### config.mk
export PLATFORM = sky130hd
export DESIGN_NAME = nns_ram
export DESIGN_NICKNAME = d
export VERILOG_FILES = /design/src/sv/nns_ram.sv
export SDC_FILE = /design/constraint.sdc
export NUM_CORES = 1
export LEC_CHECK = 0
export BUFFER_PORTS_ARGS = -buffer_cell sky130_fd_sc_hd__buf_4
export CAP_MARGIN = 5
export CELL_PAD_IN_SITES_DETAIL_PLACEMENT = 0
export CELL_PAD_IN_SITES_GLOBAL_PLACEMENT = 1
export CORE_ASPECT_RATIO = 1.1
export CORE_MARGIN = 3
export CORE_UTILIZATION = 51
export DETAILED_ROUTE_END_ITERATION = 7
export PLACE_DENSITY_LB_ADDON = 0.1
export SLEW_MARGIN = 20
export SYNTH_ARGS = -nofsm -noshare
export SYNTH_HDL_FRONTEND = slang
export SYNTH_SLANG_ARGS = --single-unit
### constraint.sdc
create_clock -name clk -period 5.4 [get_ports clk]
set_input_delay 1.08 -clock clk [delete_from_list [all_inputs] [get_ports clk]]
set_output_delay 1.08 -clock clk [all_outputs]
set_load 0.05 [all_outputs]
### src/sv/nns_ram.sv
// generic single write port, single read port ram with registered read
// no dependencies
`timescale 1ns / 1ps

module nns_ram #(
    parameter int WIDTH = 8,
    parameter int DEPTH = 16
) (
    input  logic                     clk,
    input  logic                     we,
    input  logic [$clog2(DEPTH)-1:0] waddr,
    input  logic [WIDTH-1:0]         wdata,
    input  logic                     re,
    input  logic [$clog2(DEPTH)-1:0] raddr,
    output logic [WIDTH-1:0]         rdata
);

    logic [WIDTH-1:0] mem [DEPTH];
    logic [WIDTH-1:0] rdata_reg;

    always_ff @(posedge clk)
    begin
        if (we)
        begin
            mem[waddr] <= wdata;
        end
        if (re)
        begin
            rdata_reg <= mem[raddr];
        end
    end

    assign rdata = rdata_reg;

endmodule

Yosys cells after proc, flatten, opt, wreduce, memory -nomap -nowiden
Memory sizes are Yosys's and may differ from the RTL's. A register that Yosys moved wholly into a read port is not among the register bits.
Index checks and enable logic that the tools add are counted.
{ "totals": {"reg_bits": 0, "ram_bits": 128, "inputBits": 19, "output_inout_bits": 8, "wordCells": 3, "mem_count": 1} }
{ "mem_list": {"columns": ["memory", "depth", "word_bits", "read_ports", "rd_ports_with_merged_regs", "write_ports", "line_no", "source"], "rows": [
  ["mem", 16, 8, 1, 1, 1, "18", "logic [WIDTH-1:0] mem [DEPTH];"]
]} }
{ "classes": {"mux": 2} }
{ "ops": {"columns": ["cell", "count"], "rows": [
  ["1-bit two-way mux", 2]
]} }

Logic depth before layout (Yosys ltp)
{ "depth": {"depth_word": 2, "depth_mapped": 5, "depth_no_buf": 3} }

Worst setup path before layout
No wires, ideal clock.
{ "synth_timing": {"path_kind": "input-to-reg", "startpoint": "in waddr[2]", "endpoint": "mem mem[0][0] (enable)", "setup_ns": 0.383, "t_arrival_ns": 2.190, "required_ns": 5.017, "setup_slack_ns": 2.827, "cell_stages": 2, "path_cell_list": "or3b_2 > nor3_1"} }
{ "synth_rtl": {"columns": ["element", "line_no", "source"], "rows": [
  ["start: declaration", "11", "input logic [$clog2(DEPTH)-1:0] waddr,"],
  ["end: declaration", "18", null]
]} }
No word-level cell before the write port.

==> impl_metrics.ini <==
[pwr]
power_switching_uw = 520
p_sw_share_pct = 21.1
p_leak_nw = 2.03
combPwrFrac_pct = 5.1
power.density_mw_per_mm2 = 404
irDropWorstVdd_uv = 224
power.share.sequential_pct = 48.5
p_clk_share_pct = 46.4
power.internal_mw = 1.94

[route]
wl_mm = 9.68
drc = 0
wire_per_inst_um = 24.2
antenna_violating_nets_post_route = 0
vias = 2412
vias_per_cell = 6.05
drtIter0Drc = 213
drt_first_pass_iters = 4

[critical_path]
reg2reg_depth = 3
worst-setup-path-type = in -> reg
worstPathMaxFanout = 32
critPathLaunchType = input port
end_kind = flip-flop
crit_required_ps = 5640
reg2reg_from = mem[9][7]
rrSetupSlack_ps = 3890
arrival_ps = 2580
rr_endpoint = rdata[7]

[job]
cap_violations = 0

[clocking]
cts_made_buffers = 17
root_buffer = clkbuf_8
cts_setup_buffers = 0
cts_buffer_depth = 2
clock_latency_ps = 510
post_cts_resized = 0
clk_pin_slew_ps = 60
cts-htree-levels = 4
clock-sinks = 136
ctsHoldBuffers = 0
cts_tree = yes

[global_routing]
grt_pass1_vias = 2410
overflow = 0
grt.total_usage_pct = 18.4
grt_pass1_wl_mm = 14.7
antenna_found_initial = 0
grt_max_degree = 33

[sta]
max_freq_mhz = 427
grt_setup_unrepaired = false
finClkSkew_ps = 8.30
finalCriticalPeriod_ps = 2340
finalSetupViolCount = 0
maxSlewViolCount = 0
slew_headroom_pct = 34.6
finalHoldViolations = 0
finalCritPeriodShare_pct = 43.3
tns_ps = 0
tightest_slew_ps = 977

[floorplan]
io_pins = 27
die_h_um = 112
die_area_mm2 = 0.0115
floorplan.rows = 38
die_w_um = 103
coreArea_mm2 = 0.00994
start_util_pct = 52.6

[run_status]
status = finished clean

[synthesis]
synthCells = 229
ys_warn_count = 0
syn_area_mm2 = 0.00523
seq_area_frac_synth_pct = 78.1
synth_cell_types = 18
syn_avg_cell_area_um2 = 22.8
synth_nets = 248
ys_ff_latch = 136

[placed_design]
port_buffers = 26
dp_hpwl_mm = 5.86
postPlaceCellArea_mm2 = 0.00551
gp_congestion = 0.759

[cells_and_area]
stdcell_area_mm2 = 0.00610
final_core_utilization_pct = 61.4
diodes = 0
layout-drive-gt1-share_pct = 28.7
syn2layout_area_growth_pct = 16.7
layout.nets = 285
largest_register_ffs = 128

[min_path]
hp-start = mem[0][5]
hold-path-endpoint = rdata[5]
hold_class = reg -> reg
min_path_cells = 3
## metrics by stage
step	instances	hold WS (ps)	setup slack [ps]	power, mW
2_1_floorplan	229	705	2830	1.29
3_3_place_gp	367	745	2390	1.34
3_5_place_dp	367	746	2300	1.35
4_1_cts	399	766	2840	2.48
5_1_grt	399	802	2970	2.54
6_report	399	760	3060	2.46
## worst max-delay path, stage by stage
cell	delay, ps
buf_4	490
mux4_2	590
a22oi_1	270
nand2_1	130
## logic make-up after synthesis
family          count (synthesis)  synth area share (%)
simple gates                   35                  3.14
mux                            32                  14.8
buf+inv                        10                  1.65
compound gates                 16                  2.30
flops                         136                  78.1
## routing by layer
layer	track usage (%)	share of wire, %	up-vias
met4	6.21	1.3	0
met2	26.4	48	86
met5	0	0	-
met3	4.91	6.3	12
met1	27.8	44	1252
li1	-	-	1062
## final cells by class
type / count / area [µm²]
clock inverters: 14 / 173
repair buffers: 28 / 210
well taps: 120 / 150
flip-flops and latches: 136 / 4080
fillers: 701 / 3830
multi-input cells: 83 / 1070
clock buffers: 18 / 418
## power groups by stage
stage | registers [mW] | clock network (mW) | logic, mW
after floorplan | 1.23 | 0 | 0.0600
after global placement | 1.22 | 0 | 0.127
after detailed placement | 1.22 | 0 | 0.128
after CTS | 1.20 | 1.15 | 0.128
after global routing | 1.20 | 1.21 | 0.136
final | 1.20 | 1.14 | 0.126
## cells in the final DEF (no fill, tap or decap)
master	count
edfxtp_1	136
buf_4	28
mux4_2	18
a22oi_1	16
clkbuf_16	16
mux4_1	14
nor2_1	13
nand2_1	9
clkinv_2	3
clkinv_4	3
bufinv_16	3
inv_6	3
nand3b_1	2
nor3_1	2
nand2b_1	2
nor3_2	2
clkinvlp_4	2
nor2b_1	1
and2_1	1
and2b_1	1
nand3_1	1
or3b_2	1
clkbuf_8	1
clkbuf_1	1
## worst max-delay path by stage
stage	end	from	cells past startpoint
2_1_floorplan	mem[0][0]	waddr[2]	2
3_3_place_gp	mem[0][2]	waddr[2]	3
3_5_place_dp	mem[0][2]	waddr[2]	3
4_1_cts	mem[0][7]	waddr[2]	3
5_1_grt	rdata[4]	raddr[0]	4
6_report	rdata[7]	raddr[0]	4
## cells in the mapped netlist (all sizes together)
master         number  area share, %
and2b               1           0.14
or3b                1           0.17
nand3               1          0.096
a22oi              16            2.3
and2                1           0.12
mux4               32             15
nor3                4           0.38
nand2b              2           0.24
buf                 7            1.1
clkdlybuf4s25       3           0.57
nand2               9           0.65
nor2b               1           0.12
nor2               13           0.93
edfxtp            136             78
nand3b              2           0.29
(Power assumes the default switching activity.)
