==> src/sv/nns_pkg.sv <==
// shared constants, codes and types for the nearest node search unit
// no dependencies
`timescale 1ns / 1ps

package nns_pkg;

    localparam int MAX_NODES  = 1024;
    localparam int COORD_BITS = 24;

    localparam int IN_COORD_W = 24;
    localparam int CW         = (COORD_BITS < IN_COORD_W) ? COORD_BITS : IN_COORD_W;
    localparam int IDX_W      = $clog2(MAX_NODES);
    localparam int CNT_W      = $clog2(MAX_NODES + 1);
    localparam int SQ_W       = 2 * CW;
    localparam int DIST_W     = SQ_W + 1;

    localparam int OP_W       = 2;
    localparam int STATUS_W   = 2;
    localparam int OUT_IDX_W  = 10;
    localparam int OUT_DIST_W = 49;
    localparam int OUT_CNT_W  = 11;

    localparam logic [OP_W-1:0] OP_APPEND = OP_W'(0);
    localparam logic [OP_W-1:0] OP_QUERY  = OP_W'(1);
    localparam logic [OP_W-1:0] OP_CLEAR  = OP_W'(2);

    localparam logic [STATUS_W-1:0] STAT_OK    = STATUS_W'(0);
    localparam logic [STATUS_W-1:0] STAT_EMPTY = STATUS_W'(1);
    localparam logic [STATUS_W-1:0] STAT_FULL  = STATUS_W'(2);

    typedef enum logic [1:0] {
        S_IDLE,
        S_SCAN,
        S_DRAIN,
        S_DONE
    } state_t;

endpackage

==> src/sv/nns_min_cell.sv <==
// running minimum cell: sums the axis squares and keeps the earliest least distance
// depends on nns_pkg
`timescale 1ns / 1ps

module nns_min_cell (
    input  logic                        clk,
    input  logic                        rst_n,
    input  logic                        clear,
    input  logic                        valid_in,
    input  logic [nns_pkg::SQ_W-1:0]    sq_x,
    input  logic [nns_pkg::SQ_W-1:0]    sq_y,
    input  logic [nns_pkg::IDX_W-1:0]   idx_in,
    output logic [nns_pkg::DIST_W-1:0]  best_dist,
    output logic [nns_pkg::IDX_W-1:0]   best_idx
);

    import nns_pkg::*;

    logic              have_reg;
    logic              have_next;
    logic [DIST_W-1:0] sum;
    logic              take;
    logic [DIST_W-1:0] best_dist_reg;
    logic [IDX_W-1:0]  best_idx_reg;

    always_comb
    begin
        sum       = DIST_W'(sq_x) + DIST_W'(sq_y);
        take      = valid_in && (!have_reg || (sum < best_dist_reg));
        have_next = clear ? 1'b0 : (have_reg | valid_in);
    end

    always_ff @(posedge clk or negedge rst_n)
    begin
        if (!rst_n)
        begin
            have_reg <= 1'b0;
        end
        else
        begin
            have_reg <= have_next;
        end
    end

    always_ff @(posedge clk)
    begin
        if (take)
        begin
            best_dist_reg <= sum;
            best_idx_reg  <= idx_in;
        end
    end

    assign best_dist = best_dist_reg;
    assign best_idx  = best_idx_reg;

endmodule

==> config.mk <==
export PLATFORM = sky130hd
export DESIGN_NAME = nns_min_cell
export DESIGN_NICKNAME = d
export VERILOG_FILES = /design/src/sv/nns_pkg.sv /design/src/sv/nns_min_cell.sv
export SDC_FILE = /design/constraint.sdc
export NUM_CORES = 1
export LEC_CHECK = 0
export BUFFER_PORTS_ARGS = -buffer_cell sky130_fd_sc_hd__buf_2
export CAP_MARGIN = 20
export CORE_MARGIN = 2
export CORE_UTILIZATION = 53
export CTS_BUF_LIST = sky130_fd_sc_hd__clkbuf_4
export DETAILED_ROUTE_END_ITERATION = 12
export PLACE_DENSITY_LB_ADDON = 0.15
export REMOVE_ABC_BUFFERS = 1
export SYNTH_ARGS = -nofsm -noshare
export SYNTH_HDL_FRONTEND = slang
export SYNTH_SLANG_ARGS = --single-unit
==> constraint.sdc <==
create_clock -name clk -period 8.4 [get_ports clk]
set_input_delay 0.84 -clock clk [delete_from_list [all_inputs] [get_ports clk]]
set_output_delay 0.84 -clock clk [all_outputs]
set_load 0.05 [all_outputs]
# == After elaboration in Yosys (flattened, before gate mapping) ==
# Index checks and enable logic that the tools add are counted.
# word_totals
n_memories,0
ramBits,0
romBits,0
input_bits,110
latchBits,0
output_inout_bits,59
regBits,60
elab_cells,10
# classes
mux,1
bitwise,1
eq_ne,0
reduce_logical,3
mul,0
add_sub_neg,1
div_mod_pow,0
shift,0
order_cmp,1
# op_table
op,count
$add A48 B48 Y49,1
$lt A49 B49 Y1,1
$logic_and A1 B1 Y1,1
$logic_not A1 Y1,1
$logic_or A1 B1 Y1,1
$mux W1,1
$or A1 B1 Y1,1

# == Longest topological paths before layout ==
# logic_depth
word_depth,4
depth_mapped,20
mapped_depth_nobuf,20

# == Least setup slack after synthesis ==
# No wires, ideal clock.
# synth_timing
path_type,input-to-reg
from,input port sq_x[0] (netlist name)
to,register best_dist_reg[0] (netlist: best_dist[0]) (enable)
t_required_ps,7904
setup_slack_ps,746
path_buffers,0
arrival_ps,7159
setup_ps,496
stages,20
cell_sequence,ha_1 -> inv_1 -> fa_1 -> nor2b_2 -> o2111ai_2 -> a2111oi_2 -> o31a_4 -> o21a_4 -> a41oi_1 -> o21ai_1 -> xor2_1 -> ha_1 -> a21o_1 -> a21o_1 -> a21oi_1 -> o21ai_1 -> a21oi_1 -> nor2b_1 -> or3_1 -> a21oi_1
# synth_between
elab_chain_cells,4
# synth_rtl
element,line,source
from (decl),nns_min_cell.sv:10,"input logic [nns_pkg::SQ_W-1:0] sq_x,"
$add A48 B48 Y49,nns_min_cell.sv:28,sum = DIST_W'(sq_x) + DIST_W'(sq_y);
named net sum[46],nns_min_cell.sv:21,logic [DIST_W-1:0] sum;
$lt A49 B49 Y1,nns_min_cell.sv:29,take = valid_in && (!have_reg || (sum < best_dist_reg));
$logic_or A1 B1 Y1,nns_min_cell.sv:29,
$logic_and A1 B1 Y1,nns_min_cell.sv:29,
named net take,nns_min_cell.sv:22,logic take;
to (signal assigned),nns_min_cell.sv:49,best_dist_reg <= sum;
to (decl),nns_min_cell.sv:23,logic [DIST_W-1:0] best_dist_reg;
# The timed path passes the listed nets, and every way through them passes these cells.
# A chain may end at the register's enable or synchronous reset.

# == Final worst setup path ==
# layout_timing
from,input port sq_x[0] (netlist name)
to,register best_dist_reg[10] (netlist: best_dist[10]) (enable)
# Same word-level chain as after synthesis.

==> impl_results.md <==
- Status: finished clean
- Total track usage: 26.3%
- Min Tclk post-route: 6.19 ns
- Initial Util: 53.7%
- Achievable Freq: 161 MHz
- Leakage: 3.45 nW
- DRT met1 WL: 6.85 mm
- Worst Path Max Fanout: 32
- N_diodes: 0
- Slew margin rel.: 32.9%
- YS warnings: 0
- Critical path's largest stage delay: 0.78 ns
- Inst Count DP: 912
- Worst setup EP type: register
- Via count: 5358
- Max reg flops: 49
- Critical path type: in -> reg
- Wire length on met3: 921 microns
- DRC violations left: 0
- Worst reg2reg setup slack: 4.63 ns
- Core Footprint: 10700 sq um
- Pwr dens: 190 nW/um^2
- Async set or reset register ratio after synthesis: 1.67%
- Post-DP HPWL: 12.4 mm
- Worst path bufs/invs: 3
- Sequential area share after synthesis: 31.1%
- Die span in x: 108 microns
- Fin Hold WS: 0.169 ns
- Max clock buf depth: 2
- # resized after CTS: 0
- RSZ-0062 raised after global routing: no
- Final ANT Viol Nets: 0
- Root buffer cell: clkbuf_4
- Clk sinks: 60
- Cells after Synth: 619
- Post-CTS setup repair buffer count: 0
- Worst Path Arrival: 6.26 ns
- Number of global-route vias before repair: 5197
- Die area: 11700 sq um
- Top delay family on crit path: compound AO/OA/AOI/OAI gates
- Avg Synthesized Cell Area: 9.32 sq um
- Largest net degree at the start of global routing: 33
- Row Count: 38
- Total grt overflow: 0
- CTS buffer count: 9
- Placer congestion estimate: 0.910
- Cell chain of the critical path: buf_2, ha_1, inv_1, fa_1, nor2b_2, o2111ai_2, a2111oi_2, o31a_4, o22ai_1, o31ai_1, xor2_1, ha_1, a21o_1, a21o_1, a21oi_1, o21ai_0, a21oi_1, nor2_1, or3_1, a21oi_4, buf_4
- Pre-antenna DRT Iters: 5
- First-pass GRT wire length: 24.4 mm
- Worst-path clk slew: 0.11 ns
- Iter 0 DRT Violations: 282
- Worst hold path class: in -> async
- Ports: 169
- EDFF count, synth: 59
- CP required: 8.47 ns
- Clock latency on the worst-skew pair: 0.43 ns
- WL final: 15.2 mm
- WL met2: 7.19 mm
- Hold Vio Cnt, Final: 0
- R2r endpoint: best_dist[10]
- Slew Limit Fails: 0
- Yosys cell types: 65
- Launching point of the worst reg2reg path: best_dist[30]
- TNS Setup: 0 ns
- Utilization after layout: 63.9%
- Final nets: 990
- Hold_buf cts: 0
- Share of layout cells above drive strength 1: 25.3%
- Initial antenna violation count: 0
- P&R area growth vs syn: 19.1%
- Pwr Total: 1.30 mW
- Post-Syn Area: 5770 sq um
- IO Port Bufs: 168
- Fillers: 934
- Max Cap Viol: 0
- Slowest stage cell, crit path: a21oi_4
- Actual slew at the worst max-slew pin: 1.00 ns
- Uppermost layer routed: met4
- FF+latch count, synth: 60
- CTS H-tree depth: 3
- Top_reg_cell synth: edfxtp_1
- Final period util: 73.7%
- CTS tree: done
- Die Ht: 108 microns
- VDD IR max: 0.0000968 V
- Final setup violation count: 0
- Crit start category: input pin
- DR WL/cell: 16.4 microns
- Reg2Reg Depth: 11
- Via density per instance: 5.77
- Max Clock Skew: 0.0268 ns
- Layout Cells excl Fill: 928
power by group:
group | internal (mW) | switching, mW
registers | 0.394 | 0.0241
clock network | 0.0961 | 0.115
logic | 0.235 | 0.440
kinds of logic after synthesis:
family          Yosys count  synth area share (%)
compound gates          207                  24.3
simple gates            137                  11.6
fa+ha+maj                97                  21.2
buf+inv                  73                  4.92
flops                    60                  31.1
xor+xnor                 44                  6.68
mux                       1                 0.195
Yosys cell counts, types with 8 or more instances:
cell      count  share of area [%]
ha_1         96                 21
inv_1        56                3.6
edfxtp_1     59                 31
o21ai_0      17                1.5
xor2_1       21                3.2
o21ai_1      13                1.1
nand4_1      19                2.1
nand2_1      47                3.1
a21oi_1      62                5.4
clkbuf_1     13               0.85
nand3_1       8               0.69
o21a_1        8                1.0
xnor2_1      23                3.5
a21o_1       48                6.2
nor2_1       27                1.8
stage by stage:
step	instance area, sq um	setup slack (ns)
finish	6870	2.21
global route	6870	1.83
CTS	6870	2.26
detailed placement	6730	1.81
global placement	6730	1.99
floorplan	5700	0.749
worst reg2reg max path, stage by stage (launching register included):
cell and delay [ns]:
edfxtp_1 0.41, inv_1 0.06, ha_1 0.30, a21o_1 0.17, a21o_1 0.17, a21oi_1 0.18, o21ai_0 0.11, a21oi_1 0.24
nor2_1 0.07, or3_1 0.37, a21oi_4 0.78, buf_4 0.55
worst max path at each step:
stage | startpoint | to | slack [ns] | depth (start not counted)
6_report | sq_x[0] | best_dist[10] | 2.21 | 21
5_1_grt | sq_x[0] | best_dist[9] | 1.83 | 21
4_1_cts | sq_x[0] | best_dist[10] | 2.26 | 21
3_5_place_dp | sq_x[0] | best_idx[8] | 1.81 | 21
3_3_place_gp | sq_x[0] | best_dist[0] | 1.99 | 21
2_1_floorplan | sq_x[0] | best_dist[0] | 0.75 | 20
cell type report:
type	instances	area (sq um)	share of cell area [%]
Clock inverter	5	52.6	0.765
Timing Repair Buffer	169	848	12.4
Multi-Input combinational cell	486	3700	53.9
Inverter	57	214	3.12
Tap cell	140	175	2.55
Sequential cell	60	1800	26.2
Clock buffer	11	82.6	1.20
per-layer routing:
layer	vias to the layer above	track usage (%)
li1	2637	-
met1	2490	34.4
met2	207	45.1
met3	24	3.80
met4	0	7.78
met5	-	0
cells in the final DEF, fill, tap and decap left out, types with 4 or more instances in the layout:
cell,count
nor2b_1,7
a211oi_1,7
and3_1,4
xnor2_1,23
a21oi_1,61
nand4_1,19
a31oi_1,7
a21o_1,48
o21ai_0,17
o211ai_1,4
nor3_1,7
xor2_1,21
nand3_1,8
o21ai_1,13
o21bai_1,7
nor2_1,27
clkbuf_4,11
nand2_1,47
a211o_1,4
o21a_1,8
edfxtp_1,59
ha_1,96
inv_1,56
buf_2,168
Note: power is estimated with default switching activity, not from simulation.
