## src/sv/nns_pkg.sv

```systemverilog
// shared constants, codes and types for the nearest node search unit
// no dependencies
`timescale 1ns / 1ps

package nns_pkg;

    localparam int MAX_NODES  = 1024;
    localparam int COORD_BITS = 24;

    localparam int IN_COORD_W = 24;
    localparam int CW         = (COORD_BITS < IN_COORD_W) ? COORD_BITS : IN_COORD_W;
    localparam int IDX_W      = $clog2(MAX_NODES);
    localparam int CNT_W      = $clog2(MAX_NODES + 1);
    localparam int SQ_W       = 2 * CW;
    localparam int DIST_W     = SQ_W + 1;

    localparam int OP_W       = 2;
    localparam int STATUS_W   = 2;
    localparam int OUT_IDX_W  = 10;
    localparam int OUT_DIST_W = 49;
    localparam int OUT_CNT_W  = 11;

    localparam logic [OP_W-1:0] OP_APPEND = OP_W'(0);
    localparam logic [OP_W-1:0] OP_QUERY  = OP_W'(1);
    localparam logic [OP_W-1:0] OP_CLEAR  = OP_W'(2);

    localparam logic [STATUS_W-1:0] STAT_OK    = STATUS_W'(0);
    localparam logic [STATUS_W-1:0] STAT_EMPTY = STATUS_W'(1);
    localparam logic [STATUS_W-1:0] STAT_FULL  = STATUS_W'(2);

    typedef enum logic [1:0] {
        S_IDLE,
        S_SCAN,
        S_DRAIN,
        S_DONE
    } state_t;

endpackage

```

## src/sv/nns_axis_cell.sv

```systemverilog
// one axis cell: absolute difference stage then squaring stage
// depends on nns_pkg
`timescale 1ns / 1ps

module nns_axis_cell (
    input  logic                          clk,
    input  logic                          rst_n,
    input  logic                          valid_in,
    input  logic signed [nns_pkg::CW-1:0] node_coord,
    input  logic signed [nns_pkg::CW-1:0] query_coord,
    output logic                          valid_out,
    output logic                          busy,
    output logic [nns_pkg::SQ_W-1:0]      sq
);

    import nns_pkg::*;

    logic            v1_reg;
    logic            v2_reg;
    logic [CW-1:0]   mag_reg;
    logic [CW-1:0]   mag_next;
    logic [SQ_W-1:0] sq_reg;
    logic [SQ_W-1:0] sq_next;

    // magnitude below 2^CW, so the wrapped difference is exact
    always_comb
    begin
        if (node_coord >= query_coord)
        begin
            mag_next = $unsigned(node_coord) - $unsigned(query_coord);
        end
        else
        begin
            mag_next = $unsigned(query_coord) - $unsigned(node_coord);
        end
        sq_next = SQ_W'(mag_reg) * SQ_W'(mag_reg);
    end

    always_ff @(posedge clk or negedge rst_n)
    begin
        if (!rst_n)
        begin
            v1_reg <= 1'b0;
            v2_reg <= 1'b0;
        end
        else
        begin
            v1_reg <= valid_in;
            v2_reg <= v1_reg;
        end
    end

    always_ff @(posedge clk)
    begin
        mag_reg <= mag_next;
        sq_reg  <= sq_next;
    end

    assign valid_out = v2_reg;
    assign busy      = v1_reg | v2_reg;
    assign sq        = sq_reg;

endmodule

```

## config.mk

```make
export PLATFORM = sky130hd
export DESIGN_NAME = nns_axis_cell
export DESIGN_NICKNAME = d
export VERILOG_FILES = /design/src/sv/nns_pkg.sv /design/src/sv/nns_axis_cell.sv
export SDC_FILE = /design/constraint.sdc
export NUM_CORES = 1
export LEC_CHECK = 0
export ABC_AREA = 0
export BUFFER_PORTS_ARGS = -buffer_cell sky130_fd_sc_hd__buf_2
export CELL_PAD_IN_SITES_DETAIL_PLACEMENT = 0
export CELL_PAD_IN_SITES_GLOBAL_PLACEMENT = 1
export CORE_MARGIN = 5
export CORE_UTILIZATION = 50
export CTS_BUF_LIST = sky130_fd_sc_hd__clkbuf_4 sky130_fd_sc_hd__clkbuf_8
export CTS_CLUSTER_DIAMETER = 80
export DETAILED_ROUTE_END_ITERATION = 6
export GPL_TIMING_DRIVEN = 0
export PLACE_DENSITY = 0.86
export SLEW_MARGIN = 0
export SYNTH_ARGS = -nofsm -noshare
export SYNTH_HDL_FRONTEND = slang
export SYNTH_SLANG_ARGS = --single-unit
export TNS_END_PERCENT = 5
```

## constraint.sdc

```tcl
create_clock -name clk -period 7.5 [get_ports clk]
set_clock_uncertainty 0.1 [all_clocks]
set_input_delay 0 -clock clk [delete_from_list [all_inputs] [get_ports clk]]
set_output_delay 0 -clock clk [all_outputs]
set_load 0.03 [all_outputs]
```

* Word-level counts from Yosys, hierarchy flattened
Index checks and enable logic that the tools add are counted.
Operators by class: $add $sub $neg 2, $mul 1, div/mod/pow operators 0, order comparisons 1, equal/unequal tests 0, shift operators 0, multiplexer cells 1, bitwise operators 1, reductions and logical operators 0
Operators with widths (count):
- 24-bit by 24-bit multiplier with 48-bit output | 1
- 24-bit subtractor | 2
- 24-bit greater-or-equal comparator | 1
- 24-bit two-way mux | 1
- 1-bit bitwise OR | 1
Storage, ports and cells: bits in registers 74, bits in latches 0, bits in writable memories 0, bits in read-only memories 0, output and inout port bits 50, logic and storage cells 10, memories 0

* Longest topological paths before layout
depth after elaboration 2, mapped depth 26

* Worst setup path after synthesis
Ideal clock, no wire load.
path kind register -> register, start point reg mag_reg[17], end point reg sq_reg[46], in the netlist sq[46], library setup time 78 ps, arrival time 6596 ps, setup slack 727 ps, stages on the path, launching flop included 26, buffers on the path 3, period minus slack after synthesis 6773 ps, cell sequence dfxtp_1 > clkbuf_1 > clkbuf_1 > nand2_1 > fa_1 > inv_1 > fa_1 > inv_1 > fa_1 > fa_1 > inv_1 > fa_1 > fa_1 > inv_1 > fa_1 > inv_1 > ha_1 > clkbuf_1 > nand2_1 > a2111oi_0 > o31ai_1 > nand3_1 > a22oi_1 > o31a_1 > o21a_1 > nor3_1
On the way: word-level cells in the longest chain between the ends 1
Ends and longest elaborated chain:
- from (decl) | line nns_axis_cell.sv:20 | logic [CW-1:0] mag_reg;
- from (signal assigned) | line nns_axis_cell.sv:55 | mag_reg <= mag_next;
- 24-bit by 24-bit multiplier with 48-bit output | line nns_axis_cell.sv:36 | sq_next = SQ_W'(mag_reg) * SQ_W'(mag_reg);
- via sq_next[46] | line nns_axis_cell.sv:23 | logic [SQ_W-1:0] sq_next;
- to (signal assigned) | line nns_axis_cell.sv:56 | sq_reg <= sq_next;
- to (decl) | line nns_axis_cell.sv:22 | logic [SQ_W-1:0] sq_reg;
The timed path passes the listed nets, and every way through them passes these cells.

* Worst setup path in the final report
start point reg mag_reg[17], end point reg sq_reg[45], in the netlist sq[45]
The elaborated chain is that of the path after synthesis.

==> results.tsv <==
metric	value	unit
status	finished with violations	
violations	design-rule violations	
clock-sinks	73	
grt_pass1_wl	88460	um
hold_violations	0	
syn_avg_cell_area	9.006	um^2
synth-edff-count	0	
overflow	0	
wl	54860	um
crit_family	adder cells	
synthAdderAreaFrac	0.5492	
antenna_found_initial	1	
coreArea	40740	um^2
cts_tree	yes	
grt_max_degree	14	
setup.worst_path.class	register to register	
wl_per_cell	18.69	um
synth_compound_area_frac	0.09274	
synthXorXnorAreaFrac	0.03199	
hp-class	primary input to register	
rows	74	
cp_cell_sequence	clkbuf_8, buf_4, nand2_1, fa_1, inv_1, fa_1, fa_1, inv_1, fa_1, inv_1, fa_1, fa_1, inv_1, fa_1, inv_1, ha_4, a21oi_1, o21ai_0, a211oi_1, o31a_1, o211ai_1, a31oi_1, o21ai_0, xnor2_1	
largest_reg_flops	47	
ys_types	80	
grtUsageTotal	0.2492	
avgViaCountPerCell	5.309	
min_period	7.354	ns
crit_path_max_fanout	10	
firstDrtPassIters	7	
drtIter0Drc	984	
crit_buf_inv	7	
numCtsBuffers	9	
cpPeakStageDelay	0.58	ns
syn_area	20530	um^2
finalNonFillerCells	2936	
htree_levels	3	
max-clock-path-buffers	2	
ant_nets	0	
clk_pin_slew	0.10	ns
worstMarginPinSlew	0.6539	ns
fp.dieW	212.7	um
slowest_stage	fa_1	
yosysWarnings	0	
drv_cap	0	
slew_headroom	0.5641	
crit_arrival	7.57	ns
ys_seq_area_frac	0.07165	
ys.flop_type	dfxtp_1	
gp_congestion	0.9675	
path_common_cell	fa_1	
portBuffers	99	
final_cell_mix	646 x inv_1, 424 x fa_1, 219 x ha_1, 201 x nand2_1, 125 x and2_1	
worstSetupEndpointType	register	
dp_hpwl	46430	um
drive_gt1_frac	0.09775	
place_inst	2911	
ys_ff_latch	73	
clock-root-buffer	clkbuf_8	
vias	15588	
diodes	0	
required	7.72	ns
cts_setup_buffers	0	
synth.mux.area_fraction	0.007373	
die_area	45220	um^2
start_kind	register	
hold-worst-slack	0.02262	ns
fin_util	0.5471	
ioPinCount	101	
dieHeight	212.7	um
min_period_over_period	0.9805	
first_global_vias	17131	
mostFrequentLayoutCell	inv_1	
fmax	0.1360	GHz
synth_top_family_by_area	adder cells	
syn_nets	2978	
async_flop_share	0.02740	
synthSimpleGateAreaFrac	0.1110	
drc	4	
synthCells	2280	
clk-insertion-delay-late	0.40	ns
setup_violations	0	
area.growth.synth_to_final	8.543	%
finalNetCount	3097	
drv_slew	0	
initial_core_util	0.5041	
-- final cells by class --
type / count / area (um^2)
inverter: 646 / 2425
timing repair buffer: 112 / 625.6
multi-input combinational: 1476 / 16380
clock buffer: 10 / 131.4
tap: 532 / 665.6
fill: 3796 / 18450
sequential: 73 / 1495
clock inverter: 6 / 115.1
buffer: 81 / 451.7
-- cell usage after synthesis, types with 3 or more instances --
library cell    n  share of area
nor3_1          9         0.0022
clkbuf_1       68          0.012
or3_1           3        0.00091
ha_1          223           0.14
o21a_1          8         0.0029
nand3_1        19         0.0046
o21bai_1       14         0.0051
a31oi_1        12         0.0037
inv_1         646           0.12
nor2b_1        10         0.0030
and2_1        125          0.038
o31ai_1         9         0.0033
xnor2_1        50          0.021
and3_1          8         0.0024
nand4_1        10         0.0030
mux2i_1        14         0.0068
a41oi_1         3         0.0013
and4_1          5         0.0021
nand3b_1        3         0.0011
o31a_1          4         0.0017
o21ai_0        35         0.0085
nand2_1       201          0.037
nor2_1         46         0.0084
xor2_1         25          0.011
dfxtp_1        71          0.069
a21oi_1        77          0.019
a211oi_1       12         0.0044
fa_1          424           0.41
a21o_1         46          0.017
nand2b_1        6         0.0018
buf_4           8         0.0029
o211ai_1        7         0.0026
o21ai_1        11         0.0027
or2_2           4         0.0012
buf_2           7         0.0017
-- routing by layer --
layer	vias up	share of wire	routed length, um	track usage
met5	-	0	0	0
met4	0	0.034	1849	0.07658
met3	119	0.059	3230	0.03894
met2	494	0.51	28030	0.4416
met1	7900	0.40	21750	0.3157
li1	7075	-	-	-
-- cell families (layout without fill, tap and decap cells) --
| logic type | Yosys count | after routing |
|---|---|---|
| buffers and inverters | 731 | 855 |
| adders and majority gates | 647 | 647 |
| and+or+nand+nor | 462 | 462 |
| AOI/OAI and AO/OA | 276 | 276 |
| xor gates and xnor gates | 75 | 75 |
| DFF | 73 | 73 |
| muxes | 15 | 15 |
| other | 1 | 1 |
-- path summary, 6_finish.rpt --
check	slack (ns)	to	cells past startpoint	start
setup / recovery	0.15	sq[45]$_DFF_P_	24	mag_reg[17]$_DFF_P_
hold / removal	0.02	mag_reg[7]$_DFF_P_	4	query_coord[7]
setup reg to reg	0.15	sq[45]$_DFF_P_	24	mag_reg[17]$_DFF_P_
hold reg to reg	0.30	valid_out$_DFF_PN0_	0	v1_reg$_DFF_PN0_
max in group asynchronous	6.80	valid_out$_DFF_PN0_	3	rst_n
min in group asynchronous	0.37	v1_reg$_DFF_PN0_	3	rst_n
-- per-stage QoR --
step           cell area [um^2]  setup WS (ns)  setup TNS [ns]
6_report                  22290         0.1464               0
5_1_grt                   22290       -0.03680        -0.04615
4_1_cts                   22180        0.02549               0
3_5_place_dp              21700         -1.132          -18.84
3_3_place_gp              21700         -1.182          -18.60
2_1_floorplan             20530         0.7267               0
-- worst min-delay path: stages --
cell and delay [ns]:
buf_2 0.09, ha_1 0.11, buf_4 0.17, xnor2_1 0.09
-- what timing repair did --
item                                   CTS  global route
endpoints found under the hold margin    9             0
pin swaps                                0             2
gates resized for setup                 69            51
hold buffers                            13             0
setup endpoints to repair               26            13
Power is not shown: default switching activity piles up to over one toggle a cycle in this logic, so the estimate is an artifact.
